File: config.mk
export PLATFORM = sky130hd
export DESIGN_NAME = space_packet_header_crc_checker_core_flat
export DESIGN_NICKNAME = d
export VERILOG_FILES = /design/src/hw/rtl/spchc_pkg.sv /design/src/hw/rtl/spchc_req_if.sv /design/src/hw/rtl/spchc_rsp_if.sv /design/src/hw/rtl/spchc_crc_byte.sv /design/src/hw/rtl/space_packet_header_crc_checker_core.sv /design/src/flat_wrapper.sv
export SDC_FILE = /design/constraint.sdc
export NUM_CORES = 1
export LEC_CHECK = 0
export ABC_AREA = 1
export BUFFER_PORTS_ARGS = -buffer_cell sky130_fd_sc_hd__buf_4
export CELL_PAD_IN_SITES_DETAIL_PLACEMENT = 1
export CELL_PAD_IN_SITES_GLOBAL_PLACEMENT = 1
export CORE_MARGIN = 2
export CORE_UTILIZATION = 36
export DETAILED_ROUTE_END_ITERATION = 7
export GPL_TIMING_DRIVEN = 0
export PLACE_DENSITY = 0.69
export SLEW_MARGIN = 25
export SYNTH_ARGS = -nofsm -noshare
export SYNTH_HDL_FRONTEND = slang
export SYNTH_SLANG_ARGS = --single-unit
File: constraint.sdc
create_clock -name clock -period 5.6 [get_ports clock]
set_clock_uncertainty 0.05 [all_clocks]
set_input_delay 0.56 -clock clock [delete_from_list [all_inputs] [get_ports clock]]
set_output_delay 0.56 -clock clock [all_outputs]
set_load 0.01 [all_outputs]
File: src/hw/rtl/spchc_pkg.sv
// ----------------------------------------------------------------------------
// spchc_pkg
// Shared constants and types for the space packet header and CRC checker.
// ----------------------------------------------------------------------------
package spchc_pkg;

   localparam int HdrLen   = 6;
   localparam int IdxWidth = 17;
   localparam int CrcWidth = 16;

   localparam logic [CrcWidth-1:0] CRC_POLY = 16'h1021;
   localparam logic [CrcWidth-1:0] CRC_INIT = 16'hFFFF;

   localparam logic [IdxWidth-1:0] CRC_HI_OFFSET = 17'd5;

   typedef struct packed {
      logic [2:0]  version;
      logic        type_flag;
      logic        sec_header_present;
      logic [9:0]  apid;
      logic [1:0]  seq_flags;
      logic [13:0] seq_count;
      logic [15:0] data_length;
      logic [15:0] crc_rx;
      logic [15:0] computed_crc;
      logic        crc_match;
   } rsp_fields_type;

endpackage

File: src/hw/rtl/spchc_req_if.sv
// ----------------------------------------------------------------------------
// spchc_req_if
// Byte channel into the checker: one packet byte and its start marker.
// ----------------------------------------------------------------------------
interface spchc_req_if;

   logic       valid;
   logic       ready;
   logic [7:0] data_byte;
   logic       start_of_packet;

   modport source (output valid, output data_byte, output start_of_packet, input ready);
   modport sink (input valid, input data_byte, input start_of_packet, output ready);

endinterface

File: src/hw/rtl/spchc_rsp_if.sv
// ----------------------------------------------------------------------------
// spchc_rsp_if
// Result channel out of the checker: decoded header fields and CRC status.
// ----------------------------------------------------------------------------
interface spchc_rsp_if;

   logic        valid;
   logic        ready;
   logic [2:0]  version;
   logic        type_flag;
   logic        sec_header_present;
   logic [9:0]  apid;
   logic [1:0]  seq_flags;
   logic [13:0] seq_count;
   logic [15:0] data_length;
   logic [15:0] crc_rx;
   logic [15:0] computed_crc;
   logic        crc_match;

   modport source (
      output valid, output version, output type_flag, output sec_header_present,
      output apid, output seq_flags, output seq_count, output data_length,
      output crc_rx, output computed_crc, output crc_match, input ready
   );
   modport sink (
      input valid, input version, input type_flag, input sec_header_present,
      input apid, input seq_flags, input seq_count, input data_length,
      input crc_rx, input computed_crc, input crc_match, output ready
   );

endinterface

File: src/hw/rtl/spchc_crc_byte.sv
// ----------------------------------------------------------------------------
// spchc_crc_byte
// One byte of CRC-16-CCITT, MSB first, as eight unrolled bit steps.
// ----------------------------------------------------------------------------
module spchc_crc_byte (
   input  logic [spchc_pkg::CrcWidth-1:0] crc_cur,
   input  logic [7:0]                     data,
   output logic [spchc_pkg::CrcWidth-1:0] crc_next
);
   import spchc_pkg::*;

   always_comb begin
      logic [CrcWidth-1:0] c;
      logic                top;
      c = crc_cur;
      for (int k = 0; k < 8; k++) begin
         top = c[CrcWidth-1] ^ data[7-k];
         c   = {c[CrcWidth-2:0], 1'b0};
         if (top) begin
            c = c ^ CRC_POLY;
         end
      end
      crc_next = c;
   end

endmodule

File: src/hw/rtl/space_packet_header_crc_checker_core.sv
// ----------------------------------------------------------------------------
// space_packet_header_crc_checker_core
// Result: final byte goes through input register, then result register.
// Throughput: one byte per cycle (single-pass byte CRC) unless results stall.
// Reset: synchronous; clears channel valids and waits for a start marker.
// ----------------------------------------------------------------------------
module space_packet_header_crc_checker_core (
   input logic       clock,
   input logic       reset,
   spchc_req_if.sink   req_chan,
   spchc_rsp_if.source rsp_chan
);
   import spchc_pkg::*;

   // input register
   logic                in_valid_ff, in_valid_in;
   logic [7:0]          in_byte_ff, in_byte_in;
   logic                in_sop_ff, in_sop_in;

   // packet state
   logic                in_packet_ff, in_packet_in;
   logic [IdxWidth-1:0] byte_index_ff, byte_index_in;
   logic [7:0]          hdr_ff [HdrLen];
   logic [7:0]          hdr_in [HdrLen];
   logic [CrcWidth-1:0] crc_ff, crc_in;
   logic [7:0]          crc_high_ff, crc_high_in;

   // result register
   logic                rsp_valid_ff, rsp_valid_in;
   rsp_fields_type      rsp_ff, rsp_in;

   logic                advance;
   logic                accept;
   logic                active;
   logic [IdxWidth-1:0] idx;
   logic [CrcWidth-1:0] crc_cur;
   logic [CrcWidth-1:0] crc_next;
   logic [15:0]         len_cur;
   logic [IdxWidth-1:0] len_end;
   logic                in_body;
   logic                is_crc_hi;
   logic                is_final;
   logic                produce;
   logic [15:0]         rx_crc;

   spchc_crc_byte u_crc (
      .crc_cur  (crc_cur),
      .data     (in_byte_ff),
      .crc_next (crc_next)
   );

   assign advance        = in_valid_ff && (!rsp_valid_ff || rsp_chan.ready);
   assign req_chan.ready = !in_valid_ff || advance;
   assign accept         = req_chan.valid && req_chan.ready;

   assign active    = in_sop_ff || in_packet_ff;
   assign idx       = in_sop_ff ? '0 : byte_index_ff;
   assign crc_cur   = in_sop_ff ? CRC_INIT : crc_ff;
   assign len_cur   = {hdr_ff[4], (idx == IdxWidth'(HdrLen - 1)) ? in_byte_ff : hdr_ff[5]};
   assign len_end   = {1'b0, len_cur} + CRC_HI_OFFSET;
   assign in_body   = idx < len_end;
   assign is_crc_hi = idx == len_end;
   assign is_final  = !in_body && !is_crc_hi;
   assign produce   = advance && active && is_final;
   assign rx_crc    = {crc_high_ff, in_byte_ff};

   always_comb begin
      in_valid_in = in_valid_ff;
      in_byte_in  = in_byte_ff;
      in_sop_in   = in_sop_ff;
      if (accept) begin
         in_valid_in = 1'b1;
         in_byte_in  = req_chan.data_byte;
         in_sop_in   = req_chan.start_of_packet;
      end else if (advance) begin
         in_valid_in = 1'b0;
      end
   end

   always_comb begin
      in_packet_in  = in_packet_ff;
      byte_index_in = byte_index_ff;
      crc_in        = crc_ff;
      crc_high_in   = crc_high_ff;
      for (int k = 0; k < HdrLen; k++) begin
         hdr_in[k] = hdr_ff[k];
      end
      if (advance && active) begin
         in_packet_in  = !is_final;
         byte_index_in = is_final ? '0 : idx + 1'b1;
         crc_in        = in_body ? crc_next : crc_cur;
         if (is_crc_hi) begin
            crc_high_in = in_byte_ff;
         end
         for (int k = 0; k < HdrLen; k++) begin
            if (idx == IdxWidth'(k)) begin
               hdr_in[k] = in_byte_ff;
            end
         end
      end
   end

   always_comb begin
      rsp_in                    = rsp_ff;
      rsp_valid_in              = rsp_valid_ff && !rsp_chan.ready;
      if (produce) begin
         rsp_valid_in                = 1'b1;
         rsp_in.version              = hdr_ff[0][7:5];
         rsp_in.type_flag            = hdr_ff[0][4];
         rsp_in.sec_header_present   = hdr_ff[0][3];
         rsp_in.apid                 = {hdr_ff[0][1:0], hdr_ff[1]};
         rsp_in.seq_flags            = hdr_ff[2][7:6];
         rsp_in.seq_count            = {hdr_ff[2][5:0], hdr_ff[3]};
         rsp_in.data_length          = {hdr_ff[4], hdr_ff[5]};
         rsp_in.crc_rx               = rx_crc;
         rsp_in.computed_crc         = crc_cur;
         rsp_in.crc_match            = rx_crc == crc_cur;
      end
   end

   always_ff @(posedge clock) begin
      if (reset) begin
         in_valid_ff   <= 1'b0;
         in_packet_ff  <= 1'b0;
         byte_index_ff <= '0;
         crc_ff        <= CRC_INIT;
         rsp_valid_ff  <= 1'b0;
      end else begin
         in_valid_ff   <= in_valid_in;
         in_packet_ff  <= in_packet_in;
         byte_index_ff <= byte_index_in;
         crc_ff        <= crc_in;
         rsp_valid_ff  <= rsp_valid_in;
      end
   end

   always_ff @(posedge clock) begin
      in_byte_ff  <= in_byte_in;
      in_sop_ff   <= in_sop_in;
      crc_high_ff <= crc_high_in;
      rsp_ff      <= rsp_in;
      for (int k = 0; k < HdrLen; k++) begin
         hdr_ff[k] <= hdr_in[k];
      end
   end

   assign rsp_chan.valid              = rsp_valid_ff;
   assign rsp_chan.version            = rsp_ff.version;
   assign rsp_chan.type_flag          = rsp_ff.type_flag;
   assign rsp_chan.sec_header_present = rsp_ff.sec_header_present;
   assign rsp_chan.apid               = rsp_ff.apid;
   assign rsp_chan.seq_flags          = rsp_ff.seq_flags;
   assign rsp_chan.seq_count          = rsp_ff.seq_count;
   assign rsp_chan.data_length        = rsp_ff.data_length;
   assign rsp_chan.crc_rx             = rsp_ff.crc_rx;
   assign rsp_chan.computed_crc       = rsp_ff.computed_crc;
   assign rsp_chan.crc_match          = rsp_ff.crc_match;

`ifndef ASSERT_OFF
   // idle parser holds a cleared byte position
   a_idle_index: assert property (@(posedge clock) disable iff (reset)
      !in_packet_ff |-> byte_index_ff == '0)
      else $error("byte position not cleared outside a packet");

   // position never runs past the final byte
   a_index_bound: assert property (@(posedge clock) disable iff (reset)
      in_packet_ff && byte_index_ff > IdxWidth'(HdrLen) |->
         byte_index_ff <= {1'b0, hdr_ff[4], hdr_ff[5]} + CRC_HI_OFFSET + 1'b1)
      else $error("byte position beyond packet end");

   // a transaction that yields a result closes the packet
   a_final_closes: assert property (@(posedge clock) disable iff (reset)
      produce |=> !in_packet_ff && rsp_valid_ff)
      else $error("final byte did not close the packet");

   // match flag agrees with the two CRCs
   a_match_flag: assert property (@(posedge clock) disable iff (reset)
      rsp_valid_ff |-> rsp_ff.crc_match == (rsp_ff.crc_rx == rsp_ff.computed_crc))
      else $error("crc match flag inconsistent");
`endif

endmodule

File: src/flat_wrapper.sv
// flat-port wrapper written by rule: the top's interface ports become plain ports
module space_packet_header_crc_checker_core_flat import spchc_pkg::*;
  (clock, reset, req_chan_valid, req_chan_data_byte, req_chan_start_of_packet, req_chan_ready, rsp_chan_valid, rsp_chan_version, rsp_chan_type_flag, rsp_chan_sec_header_present, rsp_chan_apid, rsp_chan_seq_flags, rsp_chan_seq_count, rsp_chan_data_length, rsp_chan_crc_rx, rsp_chan_computed_crc, rsp_chan_crc_match, rsp_chan_ready);
  spchc_req_if req_chan_i ();
  spchc_rsp_if rsp_chan_i ();
  input logic clock;
  input logic reset;
  input wire logic [$bits(req_chan_i.valid)-1:0] req_chan_valid;
  input wire logic [$bits(req_chan_i.data_byte)-1:0] req_chan_data_byte;
  input wire logic [$bits(req_chan_i.start_of_packet)-1:0] req_chan_start_of_packet;
  output wire logic [$bits(req_chan_i.ready)-1:0] req_chan_ready;
  output wire logic [$bits(rsp_chan_i.valid)-1:0] rsp_chan_valid;
  output wire logic [$bits(rsp_chan_i.version)-1:0] rsp_chan_version;
  output wire logic [$bits(rsp_chan_i.type_flag)-1:0] rsp_chan_type_flag;
  output wire logic [$bits(rsp_chan_i.sec_header_present)-1:0] rsp_chan_sec_header_present;
  output wire logic [$bits(rsp_chan_i.apid)-1:0] rsp_chan_apid;
  output wire logic [$bits(rsp_chan_i.seq_flags)-1:0] rsp_chan_seq_flags;
  output wire logic [$bits(rsp_chan_i.seq_count)-1:0] rsp_chan_seq_count;
  output wire logic [$bits(rsp_chan_i.data_length)-1:0] rsp_chan_data_length;
  output wire logic [$bits(rsp_chan_i.crc_rx)-1:0] rsp_chan_crc_rx;
  output wire logic [$bits(rsp_chan_i.computed_crc)-1:0] rsp_chan_computed_crc;
  output wire logic [$bits(rsp_chan_i.crc_match)-1:0] rsp_chan_crc_match;
  input wire logic [$bits(rsp_chan_i.ready)-1:0] rsp_chan_ready;
  assign req_chan_i.valid = req_chan_valid;
  assign req_chan_i.data_byte = req_chan_data_byte;
  assign req_chan_i.start_of_packet = req_chan_start_of_packet;
  assign req_chan_ready = req_chan_i.ready;
  assign rsp_chan_valid = rsp_chan_i.valid;
  assign rsp_chan_version = rsp_chan_i.version;
  assign rsp_chan_type_flag = rsp_chan_i.type_flag;
  assign rsp_chan_sec_header_present = rsp_chan_i.sec_header_present;
  assign rsp_chan_apid = rsp_chan_i.apid;
  assign rsp_chan_seq_flags = rsp_chan_i.seq_flags;
  assign rsp_chan_seq_count = rsp_chan_i.seq_count;
  assign rsp_chan_data_length = rsp_chan_i.data_length;
  assign rsp_chan_crc_rx = rsp_chan_i.crc_rx;
  assign rsp_chan_computed_crc = rsp_chan_i.computed_crc;
  assign rsp_chan_crc_match = rsp_chan_i.crc_match;
  assign rsp_chan_i.ready = rsp_chan_ready;
  space_packet_header_crc_checker_core u_core (.clock(clock), .reset(reset), .req_chan(req_chan_i), .rsp_chan(rsp_chan_i));
endmodule
==> results.yml <==
status:
  status: "complete, no violations"
pwr:
  p_comb_share_pct: 5.2
  finalPower_mw: 2.89
  p_leak_nw: 3.71
  clkPwrFrac_pct: 43.3
  power.internal_mw: 2.13
  ir_worst_vdd_v: 0.000160
  netSwitchingFraction_pct: 26.1
  cellPowerDensity_mw_per_mm2: 297
  seq_power_share_pct: 51.5
  p_sw_mw: 0.754
floorplanning:
  coreArea_mm2: 0.0218
  die-area_mm2: 0.0233
  rows: 54
  ioPinCount: 95
  dieWidth_um: 153
  die_y_um: 153
  initial_utilization_pct: 36.5
route:
  drt_iter0_drc: 368
  first_pass_iters: 5
  viasPerCell: 4.93
  drtAntennaViolNets: 0
  vias: 5525
  wl_um: 20700
  drcViolationCount: 0
  wl_per_cell_um: 18.5
run:
  drv_cap: 0
placed_design:
  pre_cts_ws_ps: 46.8
  place.gp.congestion: 0.873
  port_buffers: 93
  placed_area_mm2: 0.00904
  dp.cells: 1087
  place_hpwl_um: 14900
synthesis:
  synth_area_leaders: "edfxtp_1, dfxtp_1, nand2_1"
  ys_seq_area_share_pct: 63.5
  synthArstFlopShare_pct: 0
  synth_area_per_cell_um2: 11.1
  syn_inst: 713
  yosysMostFrequentCell: "edfxtp_1"
  synthTopCellsByCount: "edfxtp_1, nand2_1, inv_1"
  yosysTopAreaCell: "edfxtp_1"
  synth-seq-cells: 180
  yosysWarnings: 0
  synth_edf_count: 144
  synth-main-ff-cell: "edfxtp_1"
  yosys.cell_types.count: 37
  synth_area_mm2: 0.00795
  synth_fp_nets: 748
  synth_top_area_share_pct: 54.4
critical_path:
  cp.arrival_ps: 5200
  cp-end-kind: "flip-flop"
  crit_fanout: 45
  cpMostUsedCell: "nand2_1"
  critPathRequiredTime_ps: 5670
  critPathSlowestCell: "edfxtp_1"
  start_kind: "flip-flop"
  path_class: "reg2reg"
  slowest_delay_ps: 420
sta:
  fin_crit_sh_pct: 91.6
  period_needed_ps: 5130
  timing.final.ws_setup_ps: 469
  max_freq_ghz: 0.195
  finalSetupViolations: 0
  hold_violations: 0
  worst_pin_slew_ps: 789
  hold-worst-slack_ps: 240
  maxSlewViolCount: 0
  relSlewSlack_pct: 47.2
  rsz0062_at_grt: "no"
  tns_ps: 0
clocking:
  htreeDepth: 4
  clk_pin_slew_ps: 80
  cts_buffers: 17
  cts_tree: "yes"
  clk_latency_ps: 440
  cts_setup_buffers: 0
  cts_sinks: 180
  clockBufferDepth: 2
  cts_root_buffer: "clkbuf_16"
cells_and_area:
  final_area_mm2: 0.00971
  final_util_pct: 44.6
  area_delta_synth_final_pct: 22.2
  fill_cells: 2365
  drive_above_1_share_pct: 21.3
  final_nets: 862
  diodes: 0
  final_cell_count_no_fill: 1120
grt:
  grt_max_degree: 46
  grt.total_usage_pct: 18.0
  grt_pass1_vias: 5811
  grt_pass1_wl_um: 32300
  overflow: 0
  antenna_found_initial: 0
worst_hold_path:
  holdCritPathClass: "in2reg"
==> what timing repair did <==
item,CTS,global route
resized for setup,2,5
endpoints found under the setup margin,45,86
hold buffers,0,0
pin swaps,0,0
gates cloned,0,1
==> sequential cells by signal, summed over array words and instances, names as in the netlist, 2 cells and up <==
name                          flops
u_core.byte_index_ff             17
u_core.crc_ff                    16
u_core.crc_high_ff                8
u_core.hdr_ff                    47
u_core.in_byte_ff                 8
u_core.rsp_chan.apid             10
u_core.rsp_chan.computed_crc     16
u_core.rsp_chan.crc_rx           16
u_core.rsp_chan.data_length      16
u_core.rsp_chan.seq_count        14
u_core.rsp_chan.seq_flags         2
u_core.rsp_chan.version           3
==> cells by family (layout without fill, tap and decap cells) <==
family	count (synthesis)	count (layout)	share of synthesized area, %
buf+inv	94	221	4.63
fa+ha+maj	22	22	3.46
xor+xnor	54	54	5.95
simple gates	278	278	16.6
compound gates	85	85	5.90
flops	180	180	63.5
==> critical path, delay by kind of cell, from the launching register on <==
kind,cells,cell delay [ps]
AO/OA/AOI/OAI,1,50
adder cells (fa/ha/maj),3,690
buffers and inverters,7,1170
flip-flops,1,420
AND/OR/NAND/NOR,19,2380
==> layout make-up <==
cell class                      instances  area [µm²]  share of cell area [%]
Sequential cell                       180        5040                    51.9
Multi-Input combinational cell        439        2570                    26.4
Timing Repair Buffer                   94         726                    7.47
Clock buffer                           17         425                    4.38
Tap cell                              280         350                    3.61
Inverter                               76         298                    3.07
Clock inverter                         15         209                    2.15
Buffer                                 18        83.8                   0.863
Timing Repair inverter                  1        8.76                  0.0902
==> layout by cell type, fill, tap and decap left out, types with 17 or more instances in the layout <==
| cell | netlist | routed |
|---|---|---|
| a21oi_1 | 50 | 50 |
| buf_4 | 1 | 94 |
| clkbuf_16 | 0 | 17 |
| dfxtp_1 | 36 | 36 |
| edfxtp_1 | 144 | 144 |
| ha_1 | 22 | 22 |
| inv_1 | 73 | 72 |
| nand2_1 | 124 | 123 |
| nand3_1 | 35 | 34 |
| nor2_1 | 51 | 50 |
| xor2_1 | 43 | 43 |
==> power by group through the flow <==
stage | sequential [mW] | combinational (mW) | clock [mW]
detailed placement | 1.52 | 0.147 | 0
global placement | 1.51 | 0.145 | 0
floorplan | 1.50 | 0.105 | 0
CTS | 1.49 | 0.150 | 1.28
global route | 1.49 | 0.167 | 1.31
finish | 1.49 | 0.150 | 1.25
==> path summary, 6_finish.rpt <==
path                                       from                                        to  slack [ps]  cells past startpoint
hold / removal         req_chan_start_of_packet                u_core.in_sop_ff$_DFFE_PP_         240                      1
setup reg to reg     u_core.in_sop_ff$_DFFE_PP_  u_core.rsp_chan.data_length[8]$_DFFE_PP_         470                     30
setup / recovery     u_core.in_sop_ff$_DFFE_PP_  u_core.rsp_chan.data_length[8]$_DFFE_PP_         470                     30
hold reg to reg   u_core.hdr_ff[2][6]$_DFFE_PP_    u_core.rsp_chan.seq_flags[0]$_DFFE_PP_         370                      0
==> metal layers <==
metal	share of wire, %	routed length, µm	global-route usage (%)	vias up
li1	-	-	-	2670
met1	46	9630	24.2	2683
met2	47	9730	29.0	145
met3	4.4	921	3.41	27
met4	2.1	429	6.57	0
met5	0	0	0	-
Note: power is estimated with default switching activity, not from simulation.
